`src/hw/rtl/fji_pkg.sv`:
```
// Shared types, constants and saturation helpers for the Jacobian inverse block.
package fji_pkg;

  localparam int unsigned FRAC_BITS   = 16;
  localparam int unsigned DW          = 32;
  localparam int unsigned ACC_W       = 48;
  localparam int unsigned NUM_ENT     = 9;
  localparam int unsigned ENT_W       = $clog2(NUM_ENT + 1);
  localparam int unsigned QUEUE_DEPTH = 2;
  localparam int unsigned DVD_W       = DW + FRAC_BITS;

  localparam logic signed [63:0] Q_MAX = 64'sd2147483647;
  localparam logic signed [63:0] Q_MIN = -64'sd2147483648;

  typedef logic signed [DW-1:0] q_t;
  typedef logic [ENT_W-1:0]     ent_t;

  typedef enum logic [1:0] {
    ST_OK       = 2'd0,
    ST_ZERO_DET = 2'd1,
    ST_NEG_DET  = 2'd2,
    ST_SAT      = 2'd3
  } status_e;

  typedef struct packed {
    q_t   grad_x;
    q_t   grad_y;
    q_t   grad_z;
    q_t   coord_x;
    q_t   coord_y;
    q_t   coord_z;
    logic last_node;
  } in_t;

  typedef struct packed {
    q_t         determinant;
    q_t         inv_t_00;
    q_t         inv_t_01;
    q_t         inv_t_02;
    q_t         inv_t_10;
    q_t         inv_t_11;
    q_t         inv_t_12;
    q_t         inv_t_20;
    q_t         inv_t_21;
    q_t         inv_t_22;
    logic [1:0] status;
  } out_t;

  // One finished cell: 32-bit Jacobian entries, row-major
  typedef struct packed {
    q_t [NUM_ENT-1:0] jac;
    logic [1:0]       dim;
    logic             sat;
  } cell_t;

  typedef struct packed {
    q_t   val;
    logic sat;
  } satq_t;

  typedef struct packed {
    logic start;
    q_t   num;
    q_t   den;
  } div_req_t;

  typedef struct packed {
    logic done;
    q_t   quo;
    logic sat;
  } div_rsp_t;

  // Clamp a wide signed value to 32 bits
  function automatic satq_t sat32(input logic signed [63:0] v);
    satq_t r;
    r.sat = 1'b0;
    if (v > Q_MAX) begin
      r.val = Q_MAX[DW-1:0];
      r.sat = 1'b1;
    end else if (v < Q_MIN) begin
      r.val = Q_MIN[DW-1:0];
      r.sat = 1'b1;
    end else begin
      r.val = v[DW-1:0];
    end
    return r;
  endfunction

  // True when entry idx (row-major 3x3) lies inside the active dimension
  function automatic logic ent_used(input ent_t idx, input logic [1:0] dim);
    logic [1:0] row;
    logic [1:0] col;
    row = 2'd0;
    col = 2'd0;
    case (idx)
      ent_t'(0): begin row = 2'd0; col = 2'd0; end
      ent_t'(1): begin row = 2'd0; col = 2'd1; end
      ent_t'(2): begin row = 2'd0; col = 2'd2; end
      ent_t'(3): begin row = 2'd1; col = 2'd0; end
      ent_t'(4): begin row = 2'd1; col = 2'd1; end
      ent_t'(5): begin row = 2'd1; col = 2'd2; end
      ent_t'(6): begin row = 2'd2; col = 2'd0; end
      ent_t'(7): begin row = 2'd2; col = 2'd1; end
      ent_t'(8): begin row = 2'd2; col = 2'd2; end
      default: begin row = 2'd3; col = 2'd3; end
    endcase
    return (row < dim) && (col < dim);
  endfunction

endpackage

```
`src/hw/rtl/fji_div.sv`:
```
// Radix-2 restoring divider: (num * 2^FRAC_BITS) / den, truncated, clamped to 32 bits.
module fji_div (
  input  logic              clk_i,
  input  logic              rst_ni,
  input  fji_pkg::div_req_t req_i,
  output fji_pkg::div_rsp_t rsp_o
);
  import fji_pkg::*;

  localparam int unsigned CNT_W = $clog2(DVD_W + 1);
  localparam logic [DVD_W-1:0] MAG_NEG_LIM = DVD_W'(1) << (DW - 1);
  localparam logic [DVD_W-1:0] MAG_POS_LIM = MAG_NEG_LIM - 1'b1;

  logic             busy_q;
  logic             done_q;
  logic [CNT_W-1:0] cnt_q;
  logic [DW-1:0]    rem_q;
  logic [DVD_W-1:0] dvd_q;
  logic [DW-1:0]    dsr_q;
  logic             neg_q;
  logic [DW:0]      rem_sh;
  logic             ge;
  logic [DW:0]      rem_sub;
  logic [DW-1:0]    num_mag;
  logic [DW-1:0]    den_mag;

  assign num_mag = req_i.num[DW-1] ? DW'(-req_i.num) : DW'(req_i.num);
  assign den_mag = req_i.den[DW-1] ? DW'(-req_i.den) : DW'(req_i.den);

  // One quotient bit per cycle
  assign rem_sh  = {rem_q, dvd_q[DVD_W-1]};
  assign ge      = (rem_sh >= {1'b0, dsr_q});
  assign rem_sub = rem_sh - {1'b0, dsr_q};

  // Sign and clamp of the quotient held in dvd_q
  always_comb begin
    rsp_o.done = done_q;
    rsp_o.sat  = 1'b0;
    if (neg_q) begin
      if (dvd_q > MAG_NEG_LIM) begin
        rsp_o.quo = Q_MIN[DW-1:0];
        rsp_o.sat = 1'b1;
      end else begin
        rsp_o.quo = DW'(-dvd_q);
      end
    end else if (dvd_q > MAG_POS_LIM) begin
      rsp_o.quo = Q_MAX[DW-1:0];
      rsp_o.sat = 1'b1;
    end else begin
      rsp_o.quo = dvd_q[DW-1:0];
    end
  end

  always_ff @(posedge clk_i or negedge rst_ni) begin
    if (!rst_ni) begin
      busy_q <= 1'b0;
      done_q <= 1'b0;
      cnt_q  <= '0;
      rem_q  <= '0;
      dvd_q  <= '0;
      dsr_q  <= '0;
      neg_q  <= 1'b0;
    end else begin
      done_q <= 1'b0;
      if (req_i.start) begin
        busy_q <= 1'b1;
        cnt_q  <= CNT_W'(DVD_W);
        rem_q  <= '0;
        dvd_q  <= {num_mag, {FRAC_BITS{1'b0}}};
        dsr_q  <= den_mag;
        neg_q  <= req_i.num[DW-1] ^ req_i.den[DW-1];
      end else if (busy_q) begin
        rem_q <= ge ? rem_sub[DW-1:0] : rem_sh[DW-1:0];
        dvd_q <= {dvd_q[DVD_W-2:0], ge};
        cnt_q <= cnt_q - 1'b1;
        if (cnt_q == CNT_W'(1)) begin
          busy_q <= 1'b0;
          done_q <= 1'b1;
        end
      end
    end
  end

endmodule

```
`config.mk`:
```
export PLATFORM = sky130hd
export DESIGN_NAME = fji_div
export DESIGN_NICKNAME = d
export VERILOG_FILES = /design/src/hw/rtl/fji_pkg.sv /design/src/hw/rtl/fji_div.sv
export SDC_FILE = /design/constraint.sdc
export NUM_CORES = 1
export LEC_CHECK = 0
export ABC_AREA = 0
export BUFFER_PORTS_ARGS = -buffer_cell sky130_fd_sc_hd__clkbuf_2
export CAP_MARGIN = 15
export CORE_AREA = 2 2 149 151
export DETAILED_ROUTE_END_ITERATION = 10
export DIE_AREA = 0 0 151 153
export SKIP_CTS_REPAIR_TIMING = 1
export SLEW_MARGIN = 20
export SYNTH_ARGS = -nofsm -noshare
export SYNTH_HDL_FRONTEND = slang
export SYNTH_SLANG_ARGS = --single-unit
```
`constraint.sdc`:
```
create_clock -name clk_i -period 3.3 [get_ports clk_i]
set_input_delay 0.165 -clock clk_i [delete_from_list [all_inputs] [get_ports clk_i]]
set_output_delay 0.165 -clock clk_i [all_outputs]
set_load 0.02 [all_outputs]
```
==> flow_summary.toml <==
[clock_network]
cts_sinks = 121
clock_latency_ns = 0.42
cts_buffers = 17
clock-root-buffer = "clkbuf_16"
cts_tree = "yes"
htreeDepth = 4
cts.clk_slew.worst_paths_ns = 0.06
cts_max_path_buffers = 2

[setup_path]
path_max_fanout = 29
path_cells = "inv_2 -> ha_4 -> or3b_4 -> or3_4 -> nor4_4 -> nand2_2 -> o41ai_2 -> nand2b_1 -> buf_12 -> o41ai_2 -> nand2_1 -> o311ai_2 -> buf_4"
crit_path_frequent_cell = "o41ai_2"
crit_required_ns = 3.13
critical-path-max-stage-delay_ns = 0.38
arrival_ns = 3.55
crit_path_start_kind = "flip-flop"
r2r_end = "rem_q[18]"
end_kind = "output port"
regToRegSetupSlack_ns = 0.27
critical_path_class = "flip-flop to output port"
r2r-start = "dvd_q[47]"
worstRegToRegCells = 12
crit_slowest_cell = "dfrtp_1"

[pwr]
intPower_uw = 3320
powerDensity_mw_per_mm2 = 404
power_switching_uw = 1420
p_seq_share_pct = 36.3
ir_worst_vdd_uv = 310
p_leak_uw = 0.00544
clkPwrFrac_pct = 41.4
comb_power_share_pct = 22.3
p_sw_share_pct = 30.0

[drt]
wl_per_cell_um = 15.7
num_vias = 8648
drc_errors = 0
routed_wl_um = 24300
viasPerCell = 5.58
antenna_left = 0
drt-pass1-iter-count = 5
drt_iter0_drc = 411

[die]
die_height_um = 153
dieWidth_um = 151
rows = 54
ioPinCount = 101
start_util_pct = 44.1
coreArea_sq_mm = 0.0215
dieArea_sq_mm = 0.0231

[sta]
period_minus_slack_ns = 3.72
hold_slack_ns = -0.0129
hold_violations = 1
fmax_mhz = 269
tightestPinTransition_ns = 0.799
setup_viol = 32
skew_ns = 0.0106
fin_ws_ns = -0.417
slew_viol_final = 0
relSlewSlack_pct = 46.8
rsz0062_at_grt = "true"
period_share_pct = 113

[global_routing]
grt_use_total_pct = 20.8
grt_pass1_wl_um = 39600
antenna_found_initial = 0
grt_remaining_overflow = 0
grt_max_degree = 84
first_global_vias = 8035

[final_layout]
regArea_sq_mm = 0.00303
fillCellCount = 1989
multi_input_comb_area_sq_mm = 0.00627
diodes = 0
fin_util_pct = 54.5
layout_commonest_cell = "nand2_1"
drive_above_1_share_pct = 20.6
fin_nets = 1363
final_cell_mix = "nand2_1, dfrtp_1, nor2_1, o21ai_0, a21oi_1"
area_delta_synth_final_pct = 23.6
finish.instance_area_sq_mm = 0.0117

[synthesis]
syn_inst = 1157
synth_seq_area_share_pct = 31.9
yosysUniqueCellTypes = 74
synth-edff-count = 0
async_reset_ff_share_pct = 100
yosys_warnings = 0
yosys_most_used_dff = "dfrtp_1"
yosysTopAreaCell = "dfrtp_1"
ys_ff_latch = 121
synth_area_per_cell_sq_um = 8.19
postSynthNetCount = 1262
netlist_top_cells_area = "dfrtp_1, mux2i_1, nand2_1, ha_1, nor2_1"
syn_area_sq_mm = 0.00948
yosys.area.top_type_share_pct = 31.9

[hold_path]
hold_path_end = "dvd_q[16]"
hp-class = "input pin to flip-flop"
hp-start = "req_i[32]"
hold_path_depth = 3

[status]
status = "complete, but fails checks"
violations = "negative hold slack, negative setup slack"

[placement]
place_area_sq_mm = 0.0104
hpwlAfterDp_um = 17500
routabilityCongestion = 0.872
io_buffers = 100

[job]
cap_violations = 0
-- how the worst max path moves through the flow --
stage	endpoint	from	cells past startpoint	slack (ns)
floorplan	rsp_o[3]	dvd_q[0]	13	-0.21
global placement	rsp_o[32]	dvd_q[10]	10	0.02
detailed placement	rsp_o[32]	dvd_q[10]	10	-0.01
CTS	rsp_o[32]	dvd_q[10]	10	-0.46
finish	rsp_o[13]	dvd_q[1]	13	-0.42
global route	rsp_o[26]	dvd_q[0]	13	-0.59
-- final cells by class --
cell class | count | area share [%]
Inverter | 63 | 2.02
Timing Repair Buffer | 159 | 10.3
Tap cell | 280 | 2.99
Clock inverter | 15 | 1.72
Multi-Input combinational cell | 896 | 53.5
Clock buffer | 17 | 3.63
Sequential cell | 121 | 25.9
-- Yosys cell counts, drive strengths merged (21+ instances only) --
cell type / count
ha: 37
mux2i: 53
clkbuf: 56
o41ai: 21
nor2: 110
o21ai: 80
a21oi: 76
nor3: 32
a211oi: 33
o311ai: 27
dfrtp: 121
xnor2: 44
buf: 21
nand2: 137
inv: 63
nand3: 21
xor2: 45
-- critical path: cells and delay by family (launching register included) --
kind,cells,cell delay (ns)
and+or+nand+nor,6,1.43
DFF,1,0.38
buffers and inverters,3,0.47
AOI/OAI and AO/OA,3,0.71
adders and majority gates,1,0.14
-- logic make-up after synthesis --
logic type | synth area share, %
AOI/OAI and AO/OA | 22.6
buffers and inverters | 6.18
and+or+nand+nor | 20.2
DFF | 31.9
xor gates and xnor gates | 8.22
muxes | 5.72
adders and majority gates | 5.10
-- metrics by stage --
| stage | hold slack (ns) | worst slack [ns] | TNS, ns | total power (uW) | std cells |
|---|---|---|---|---|---|
| finish | -0.0129 | -0.417 | -10.32 | 4730 | 1551 |
| global placement | 0.209 | 0.0207 | 0 | 2680 | 1505 |
| CTS | -0.232 | -0.464 | -11.04 | 4660 | 1537 |
| detailed placement | 0.220 | -0.0147 | -0.0147 | 2690 | 1505 |
| global route | 0.00817 | -0.585 | -15.48 | 4990 | 1551 |
| floorplan | -0.131 | -0.210 | -1.04 | 2360 | 1157 |
-- power groups by stage --
stage	Combinational (uW)	Sequential [uW]	Clock, uW
2_1_floorplan	676	1690	0
3_3_place_gp	941	1730	0
3_5_place_dp	949	1740	0
4_1_cts	954	1710	2000
5_1_grt	1180	1740	2070
6_report	1060	1720	1960
-- routing by layer --
layer	track usage (%)	share of wire, %
met2	32.7	48
met1	30.1	48
met5	0	0
met4	6.36	1.6
met3	2.27	2.6
-- registers in the layout (all words and copies together) (netlist names) --
name    flops
dvd_q      48
rem_q      32
done_q      1
neg_q       1
dsr_q      32
busy_q      1
cnt_q       6
Note: power is estimated with default switching activity, not from simulation.
