$ cat src/hw/rtl/fji_pkg.sv
// Shared types, constants and saturation helpers for the Jacobian inverse block.
package fji_pkg;

  localparam int unsigned FRAC_BITS   = 16;
  localparam int unsigned DW          = 32;
  localparam int unsigned ACC_W       = 48;
  localparam int unsigned NUM_ENT     = 9;
  localparam int unsigned ENT_W       = $clog2(NUM_ENT + 1);
  localparam int unsigned QUEUE_DEPTH = 2;
  localparam int unsigned DVD_W       = DW + FRAC_BITS;

  localparam logic signed [63:0] Q_MAX = 64'sd2147483647;
  localparam logic signed [63:0] Q_MIN = -64'sd2147483648;

  typedef logic signed [DW-1:0] q_t;
  typedef logic [ENT_W-1:0]     ent_t;

  typedef enum logic [1:0] {
    ST_OK       = 2'd0,
    ST_ZERO_DET = 2'd1,
    ST_NEG_DET  = 2'd2,
    ST_SAT      = 2'd3
  } status_e;

  typedef struct packed {
    q_t   grad_x;
    q_t   grad_y;
    q_t   grad_z;
    q_t   coord_x;
    q_t   coord_y;
    q_t   coord_z;
    logic last_node;
  } in_t;

  typedef struct packed {
    q_t         determinant;
    q_t         inv_t_00;
    q_t         inv_t_01;
    q_t         inv_t_02;
    q_t         inv_t_10;
    q_t         inv_t_11;
    q_t         inv_t_12;
    q_t         inv_t_20;
    q_t         inv_t_21;
    q_t         inv_t_22;
    logic [1:0] status;
  } out_t;

  // One finished cell: 32-bit Jacobian entries, row-major
  typedef struct packed {
    q_t [NUM_ENT-1:0] jac;
    logic [1:0]       dim;
    logic             sat;
  } cell_t;

  typedef struct packed {
    q_t   val;
    logic sat;
  } satq_t;

  typedef struct packed {
    logic start;
    q_t   num;
    q_t   den;
  } div_req_t;

  typedef struct packed {
    logic done;
    q_t   quo;
    logic sat;
  } div_rsp_t;

  // Clamp a wide signed value to 32 bits
  function automatic satq_t sat32(input logic signed [63:0] v);
    satq_t r;
    r.sat = 1'b0;
    if (v > Q_MAX) begin
      r.val = Q_MAX[DW-1:0];
      r.sat = 1'b1;
    end else if (v < Q_MIN) begin
      r.val = Q_MIN[DW-1:0];
      r.sat = 1'b1;
    end else begin
      r.val = v[DW-1:0];
    end
    return r;
  endfunction

  // True when entry idx (row-major 3x3) lies inside the active dimension
  function automatic logic ent_used(input ent_t idx, input logic [1:0] dim);
    logic [1:0] row;
    logic [1:0] col;
    row = 2'd0;
    col = 2'd0;
    case (idx)
      ent_t'(0): begin row = 2'd0; col = 2'd0; end
      ent_t'(1): begin row = 2'd0; col = 2'd1; end
      ent_t'(2): begin row = 2'd0; col = 2'd2; end
      ent_t'(3): begin row = 2'd1; col = 2'd0; end
      ent_t'(4): begin row = 2'd1; col = 2'd1; end
      ent_t'(5): begin row = 2'd1; col = 2'd2; end
      ent_t'(6): begin row = 2'd2; col = 2'd0; end
      ent_t'(7): begin row = 2'd2; col = 2'd1; end
      ent_t'(8): begin row = 2'd2; col = 2'd2; end
      default: begin row = 2'd3; col = 2'd3; end
    endcase
    return (row < dim) && (col < dim);
  endfunction

endpackage

$ cat src/hw/rtl/fji_fifo.sv
// Short register queue of finished cells between front and back end.
module fji_fifo (
  input  logic           clk_i,
  input  logic           rst_ni,
  input  logic           push_i,
  input  fji_pkg::cell_t data_i,
  output logic           full_o,
  input  logic           pop_i,
  output logic           valid_o,
  output fji_pkg::cell_t data_o
);
  import fji_pkg::*;

  localparam int unsigned PTR_W = (QUEUE_DEPTH > 1) ? $clog2(QUEUE_DEPTH) : 1;
  localparam int unsigned CNT_W = $clog2(QUEUE_DEPTH + 1);
  localparam logic [PTR_W-1:0] PTR_LAST = PTR_W'(QUEUE_DEPTH - 1);
  localparam logic [CNT_W-1:0] CNT_FULL = CNT_W'(QUEUE_DEPTH);

  cell_t            slot_q [QUEUE_DEPTH];
  logic [PTR_W-1:0] wr_ptr_q;
  logic [PTR_W-1:0] rd_ptr_q;
  logic [CNT_W-1:0] cnt_q;

  assign full_o  = (cnt_q == CNT_FULL);
  assign valid_o = (cnt_q != '0);
  assign data_o  = slot_q[rd_ptr_q];

  // Storage
  always_ff @(posedge clk_i) begin
    if (push_i) slot_q[wr_ptr_q] <= data_i;
  end

  // Pointers and fill count
  always_ff @(posedge clk_i or negedge rst_ni) begin
    if (!rst_ni) begin
      wr_ptr_q <= '0;
      rd_ptr_q <= '0;
      cnt_q    <= '0;
    end else begin
      if (push_i) wr_ptr_q <= (wr_ptr_q == PTR_LAST) ? '0 : wr_ptr_q + 1'b1;
      if (pop_i)  rd_ptr_q <= (rd_ptr_q == PTR_LAST) ? '0 : rd_ptr_q + 1'b1;
      case ({push_i, pop_i})
        2'b10:   cnt_q <= cnt_q + 1'b1;
        2'b01:   cnt_q <= cnt_q - 1'b1;
        default: cnt_q <= cnt_q;
      endcase
    end
  end

endmodule

$ cat config.mk
export PLATFORM = sky130hd
export DESIGN_NAME = fji_fifo
export DESIGN_NICKNAME = d
export VERILOG_FILES = /design/src/hw/rtl/fji_pkg.sv /design/src/hw/rtl/fji_fifo.sv
export SDC_FILE = /design/constraint.sdc
export NUM_CORES = 1
export LEC_CHECK = 0
export BUFFER_PORTS_ARGS = -buffer_cell sky130_fd_sc_hd__buf_2
export CORE_AREA = 2 2 322 228
export CTS_CLUSTER_DIAMETER = 150
export DETAILED_ROUTE_END_ITERATION = 10
export DIE_AREA = 0 0 324 230
export HOLD_SLACK_MARGIN = 0.08
export SLEW_MARGIN = 15
export SYNTH_ARGS = -nofsm -noshare
export SYNTH_HDL_FRONTEND = slang
export SYNTH_SLANG_ARGS = --single-unit
$ cat constraint.sdc
create_clock -name clk_i -period 27.8 [get_ports clk_i]
set_input_delay 2.78 -clock clk_i [delete_from_list [all_inputs] [get_ports clk_i]]
set_output_delay 2.78 -clock clk_i [all_outputs]
set_load 0.01 [all_outputs]
==> summary.txt, run 1 <==
Global routing
  • GRT overflow: 0
  • Initial antenna violation count: 13
  • Largest net degree at the start of global routing: 174
  • First-pass GRT wire length: slightly below 70000 µm
  • GRT Resource Usage Total: 11.84%
  • Vias in the first global route: 11410

Floorplan
  • Die H: 230 µm
  • Ports: 588
  • Initial core utilization: 29.86%
  • Num rows: 82
  • Floorplan die width: roughly 320 µm
  • Core area: 71310 µm²
  • Die area: 74520 µm²

Worst hold path
  • HP Class: reg2reg
  • Worst Hold Depth: 1

Finish
  • Area Overhead vs Synth: 26.29%
  • Storage cell area: between 15000 and 20000 µm²
  • Most common cell after layout, fill and taps aside: buf_2
  • Layout cells sized above 1: 60.69%
  • Layout Nets: about 1800
  • Fill cells: 6669
  • Fin util: 37.72%
  • Area of the multi-input gates: between 3000 and 4000 µm²
  • Commonest cells after routing, fill and taps aside: buf_2 (587), edfxtp_1 (582), mux2_2 (291)

Power and ir drop
  • NetSw: 786.0 µW
  • Sequential Power Share: 45.4%
  • P_leak: approximately 9.9 nW
  • Combinational Power Share: 28.1%
  • Switch share: 29.22%
  • Total Power: 2.690 mW
  • Pwr Density: between 100 and 150 nW/µm²
  • Worst vdd ir: 78.09 µV
  • Clk pwr share: between 20% and 30%
  • Int Pwr: 1.904 mW

Clocking
  • CTS tree: built
  • Clock root cell: clkbuf_16
  • Hold_buf cts: 0
  • Worst-skew pair later-pin latency: 0.60 ns
  • Htree depth: 2
  • Post-CTS Setup Inserts: 0
  • Clock transition at the registers of the reported paths: 0.06 ns
  • CTS max path bufs: 3
  • CTS resizes: 0
  • CTS Buf Count: 56
  • TritonCTS sink count: roughly 590

Timing
  • Setup violations, final: 0
  • Max_slew headroom: 25.62%
  • Setup TNS: 0 ns
  • Final Cycle Share: 21.05%
  • Slew Limit Fails: 0
  • Minimum clock period: 5.851 ns
  • RSZ-0062 raised after global routing: no
  • Worst clock skew: approximately 0.013 ns
  • Worst-Margin Slew: 1.116 ns
  • Final hold viol count: 0
  • Max Freq: approximately 0.17 GHz

Drt
  • Vias/cell: 4.220
  • Wire per inst: 18.20 µm
  • Final ANT Viol Nets: 0
  • DR DRC count: 0
  • Initial DRT Pass Iterations: 6
  • Total number of vias: 10790
  • Drt first-iter violations: 483
  • Routed WL: 46560 µm

Run
  • Max-cap violations: 0

Logic synthesis
  • Synth unique cells: 13
  • Post-Synthesis Cells: 921
  • FF+latch count, synth: 586
  • Sequential share of the synthesized area: 82.54%
  • Net Count, Synth: 1217
  • Synthesized area per cell: 23.12 µm²
  • Mapped Area: 21290 µm²
  • Synth Warn #: 0

Setup path
  • CP endpoint kind: output port
  • Setup Crit Path Kind: reg2out
  • Worst r2r path cells: 3
  • Type of origin of the critical path: flip-flop
  • CP max FO: 173
  • Crit path DAT: 3.07 ns
  • Critical Path RT: between 20 and 30 ns

Place
  • Placer Congestion: 0.7626
  • Half-perimeter wire length after placement: 31200 µm
  • Count of buffers from port buffering: 587

Run status
  • Outcome: finished clean
==> power by group through the flow <==
stage | combinational (mW) | sequential (mW) | clock, mW
2_1_floorplan | 0.510 | 1.29 | 0
3_3_place_gp | 0.767 | 1.23 | 0
3_5_place_dp | 0.771 | 1.24 | 0
4_1_cts | 0.776 | 1.22 | 0.738
5_1_grt | 0.817 | 1.24 | 0.770
6_report | 0.756 | 1.22 | 0.713
==> Yosys cell counts <==
master	instances	area, µm²
and2_1	1	6.260
dfrtp_1	4	100.1
or2_2	1	6.260
inv_1	1	3.750
xor2_1	3	26.28
edfxtp_1	582	17480
xnor2_1	2	17.52
ha_1	1	12.51
nor2b_1	1	6.260
mux2_2	291	3277
buf_6	31	349.1
nor2_1	2	7.510
buf_2	1	5.000
==> per-layer routing <==
metal	global-route usage, %	part of all wire [%]	up-vias
met2	19.99	49	390
met1	13.71	39	5338
met4	3.848	2.4	16
met3	4.694	9.2	100
li1	-	-	4950
met5	0	0.23	-
==> final timing paths <==
path | startpoint | to | slack (ns)
max | rd_ptr_q | data_o[134] | 21.95
min | cnt_q[1] | cnt_q[1] | 0.49
max reg2reg | wr_ptr_q | slot_q[1][104] | 24.53
min reg2reg | cnt_q[1] | cnt_q[1] | 0.49
max in group asynchronous | rst_ni | rd_ptr_q | 25.69
min in group asynchronous | rst_ni | wr_ptr_q | 1.97
==> through the flow <==
| step | instance area (µm²) | hold WS, ns | instances | worst slack [ns] |
|---|---|---|---|---|
| 6_report | 26890 | 0.4929 | 2558 | 21.95 |
| 3_3_place_gp | 25200 | 0.4728 | 2453 | 21.96 |
| 2_1_floorplan | 21290 | 0.4474 | 921 | 11.83 |
| 4_1_cts | 26890 | 0.4941 | 2556 | 21.82 |
| 3_5_place_dp | 25200 | 0.4835 | 2453 | 21.92 |
| 5_1_grt | 26890 | 0.5252 | 2557 | 21.77 |
==> registers in the layout, summed over array words and instances, names as in the netlist <==
register	cells
slot_q	582
rd_ptr_q	1
wr_ptr_q	1
cnt_q	2
==> cell families after synthesis <==
kind of cell	count (synthesis)	synth area share, %
buf+inv	33	1.680
fa+ha+maj	1	0.05875
mux	291	15.39
simple gates	5	0.1235
flops	586	82.54
xor+xnor	5	0.2057
==> cell type report <==
cell class	count	area share (%)
Antenna cell	2	0.01861
Clock buffer	73	5.527
Clock inverter	30	0.7677
Inverter	1	0.01396
Multi-Input combinational cell	302	12.53
Sequential cell	586	65.37
Tap cell	966	4.494
Timing Repair Buffer	598	11.28
==> worst max-delay path, cell delays in order, from the launching register on <==
cell	delay [ns]
dfrtp_4	0.87
buf_12	0.69
mux2_2	0.52
buf_2	0.17
Power figures use the tool's default switching activity.
==> run 2, diff against run 1 <==
--- a/config.mk
+++ b/config.mk
@@ -5,11 +5,12 @@
 export SDC_FILE = /design/constraint.sdc
 export NUM_CORES = 1
 export LEC_CHECK = 0
+export ABC_AREA = 1
 export BUFFER_PORTS_ARGS = -buffer_cell sky130_fd_sc_hd__buf_2
-export CORE_AREA = 2 2 322 228
+export CORE_AREA = 2 2 326 231
 export CTS_CLUSTER_DIAMETER = 150
 export DETAILED_ROUTE_END_ITERATION = 10
-export DIE_AREA = 0 0 324 230
+export DIE_AREA = 0 0 328 233
 export HOLD_SLACK_MARGIN = 0.08
 export SLEW_MARGIN = 15
 export SYNTH_ARGS = -nofsm -noshare
==> constraint.sdc (replaced) <==
create_clock -name clk_i -period 5.5 [get_ports clk_i]
set_input_delay 0.55 -clock clk_i [delete_from_list [all_inputs] [get_ports clk_i]]
set_output_delay 0.55 -clock clk_i [all_outputs]
set_load 0.01 [all_outputs]
==> summary.txt, run 2 <==
Run status
  • Outcome: finished clean (unchanged)

Power and ir drop
  • Combinational Power Share: 29.3% (was 28.1%)
  • Total Power: 13.68 mW (was 2.690 mW)
  • Sequential Power Share: 45.5% (was 45.4%)
  • Pwr Density: 498.8 nW/µm² (was 100.0 nW/µm²)
  • Clk pwr share: 25.2% (was 26.5%)
  • P_leak: 11.47 nW (was 9.886 nW)
  • Int Pwr: 9.187 mW (was 1.904 mW)
  • Worst vdd ir: 436.5 µV (was 78.09 µV)
  • NetSw: 4.497 mW (was 786.0 µW)
  • Switch share: 32.86% (was 29.22%)

Logic synthesis
  • Synthesized area per cell: 14.16 µm² (was 23.12 µm²)
  • Commonest cells in the netlist: edfxtp_1 (582), inv_1 (297), nand2_1 (297), o21ai_0 (216), o21ai_1 (75) (was edfxtp_1 (582), mux2_2 (291), buf_6 (31), dfrtp_1 (4), xor2_1 (3))
  • Asr flop ratio synth: 0.6826% (unchanged)
  • FF+latch count, synth: 586 (unchanged)
  • Mapped Area: 21860 µm² (was 21290 µm²)
  • Synth Warn #: 0 (unchanged)
  • Main synth FF type: edfxtp_1 (unchanged)
  • Top post-synthesis cells by area: edfxtp_1 (80%), inv_1 (5.1%), nand2_1 (5.1%) (was edfxtp_1 (82%), mux2_2 (15%), buf_6 (1.6%))
  • Cell with the most instances after synthesis: edfxtp_1 (unchanged)
  • EDFF count, synth: 582 (unchanged)
  • Synth unique cells: 16 (was 13)
  • Leading area contributor after synthesis: edfxtp_1 (unchanged)
  • Sequential share of the synthesized area: 80.42% (was 82.54%)
  • Post-Synthesis Cells: 1544 (was 921)
  • Net Count, Synth: 1840 (was 1217)
  • Post-synth top area share: 79.96% (was 82.07%)

Clocking
  • Clock transition at the registers of the reported paths: 0.06 ns (about the same)
  • TritonCTS sink count: 586 (unchanged)
  • Clock root cell: clkbuf_16 (unchanged)
  • Post-CTS Setup Inserts: 0 (unchanged)
  • Htree depth: 2 (unchanged)
  • CTS Buf Count: 54 (was 56)
  • Worst-skew pair later-pin latency: 0.59 ns (was 0.60 ns)
  • CTS tree: built (unchanged)
  • CTS max path bufs: 3 (unchanged)

Finish
  • Regs by FF count: slot_q: 582 flops, cnt_q: 2 flops (unchanged)
  • Most common cell after layout, fill and taps aside: buf_2 (unchanged)
  • Fin cells: 3169 (was 2558)
  • Layout Nets: 2447 (was 1841)
  • Commonest cells after routing, fill and taps aside: buf_2 (587), edfxtp_1 (582), nand2_1 (297) (was buf_2 (587), edfxtp_1 (582), mux2_2 (291))
  • Largest Register: slot_q (unchanged)
  • Largest register FFs: 582 (unchanged)
  • Layout cells sized above 1: 30.79% (was 60.69%)
  • Area Overhead vs Synth: 25.53% (was 26.29%)

Timing
  • Worst clock skew: 0.02045 ns (was 0.01306 ns)
  • Final Cycle Share: 59.29%
  • Max_slew headroom: 23.57% (was 25.62%)
  • RSZ-0062 raised after global routing: no (unchanged)
  • Setup violations, final: 0 (unchanged)
  • Final hold viol count: 0 (unchanged)
  • Slew Limit Fails: 0 (unchanged)
  • Final WS setup: 2.239 ns (was 21.95 ns)
  • Setup TNS: 0 ns (unchanged)
  • Worst-Margin Slew: 1.146 ns (was 1.116 ns)
  • Minimum clock period: roughly 3.3 ns
  • Max Freq: roughly 0.3 GHz

Place
  • DP Worst Slack: 2.861 ns (was 21.92 ns)
  • Placed instance count: 3059 (was 2453)
  • Placer Congestion: 0.8100 (was 0.7626)
  • Half-perimeter wire length after placement: 33190 µm (was 31200 µm)
  • Count of buffers from port buffering: 587 (unchanged)

Drt
  • Vias/cell: 4.113 (was 4.220)
  • Uppermost routed layer: met5 (unchanged)
  • Metal-1 WL: 19560 µm (was 18330 µm)
  • Final ANT Viol Nets: 0 (unchanged)
  • Total number of vias: 13030 (was 10790)
  • Wire per inst: 15.36 µm (was 18.20 µm)
  • Routed wl met3: 3417 µm (was 4298 µm)
  • Initial DRT Pass Iterations: 5 (was 6)
  • WL met2: 24460 µm (was 22720 µm)
  • Drt first-iter violations: 775 (was 483)
  • DR DRC count: 0 (unchanged)
  • Routed WL: 48690 µm (was 46560 µm)

Global routing
  • GRT overflow: 0 (unchanged)
  • Vias in the first global route: 12640 (was 11410)
  • Largest net degree at the start of global routing: 161 (was 174)
  • Initial antenna violation count: 5 (was 13)
  • First-pass GRT wire length: 71680 µm (was 67390 µm)
  • GRT Resource Usage Total: 12.06% (was 11.84%)

Setup path
  • Setup Crit Path Kind: reg2out (unchanged)
  • Reg-to-Reg Start: wr_ptr_q (unchanged)
  • Critical Path RT: 4.95 ns (was 25.02 ns)
  • CP endpoint kind: output port (unchanged)
  • CP max FO: 160 (was 173)
  • Type of origin of the critical path: flip-flop (unchanged)
  • Crit path DAT: 2.71 ns (was 3.07 ns)
  • Crit path from: rd_ptr_q (unchanged)

Run
  • Max-cap violations: 0 (unchanged)

Floorplan
  • Num rows: 83 (was 82)
  • Core area: 73010 µm² (was 71310 µm²)
  • Initial core utilization: 29.94% (was 29.86%)
  • Die area: 76420 µm² (was 74520 µm²)
  • Die H: 233 µm (was 230 µm)
  • Ports: 588 (unchanged)
  • Floorplan die width: 328 µm (was 324 µm)

Worst hold path
  • Hold_sp: data_i[237] (was cnt_q[1])
  • HP Class: in2reg (was reg2reg)
## run 2: power by group through the flow
stage / clock, mW / combinational, mW / sequential, mW
after floorplan: 0 / 2.52 / 6.31
after global placement: 0 / 4.01 / 6.29
after detailed placement: 0 / 4.08 / 6.32
after CTS: 3.59 / 4.10 / 6.23
after global routing: 3.77 / 4.45 / 6.30
final: 3.45 / 4.00 / 6.22
## run 2: through the flow
step / util [%] / instance area (µm²) / hold WS, ns
2_1_floorplan: - / 21870 / 0.2544
3_3_place_gp: 35.19 / 25690 / 0.3689
3_5_place_dp: 35.19 / 25690 / 0.3693
4_1_cts: 37.57 / 27430 / 0.08106
5_1_grt: 37.58 / 27430 / 0.08623
6_report: 37.58 / 27440 / 0.1448
## run 2: final timing paths
path	end	slack [ns]	depth (start not counted)
worst max-delay path	data_o[92]	2.24	3
worst max register to register	slot_q[0][86]	3.61	2
worst min-delay path	slot_q[0][237]	0.14	1
worst min register to register	cnt_q[0]	0.53	1
min in group asynchronous	cnt_q[0]	0.30	2
max in group asynchronous	rd_ptr_q	5.06	2
## run 2: final cells by class
class	instances	area [µm²]
fillers	7000	45570
clock inverters	24	131.4
clock buffers	70	1475
diodes	3	7.507
multi-input cells	596	2636
flip-flops and latches	586	17580
repair buffers	616	3263
well taps	977	1222
inverters	297	1119
## run 2: per-layer routing
| metal | GRT usage, % | vias to the layer above |
|---|---|---|
| li1 | - | 6444 |
| met1 | 14.61 | 6135 |
| met2 | 20.62 | 365 |
| met3 | 3.487 | 85 |
| met4 | 3.985 | 4 |
| met5 | 0 | - |
## run 2: cells by family (layout without fill, tap and decap cells)
kind of cell / after synthesis / after routing / share of synthesized area [%]
flip-flops: 586 / 586 / 80.42
buffers and inverters: 362 / 1007 / 7.551
AND/OR/NAND/NOR: 301 / 301 / 5.187
AO/OA/AOI/OAI: 291 / 291 / 6.664
XOR/XNOR: 3 / 3 / 0.1202
adder cells (fa/ha/maj): 1 / 1 / 0.05724
other: 0 / 3 / 0
## run 2: worst max-delay path: stages (launching register included)
cell	delay, ns
dfrtp_4	1.01
buf_12	0.44
o21ai_0	0.25
buf_2	0.19
## run 2: what timing repair did
action	4_1_cts	5_1_grt
hold buffers	13	0
resized for setup	0	0
endpoints found under the hold margin	26	0
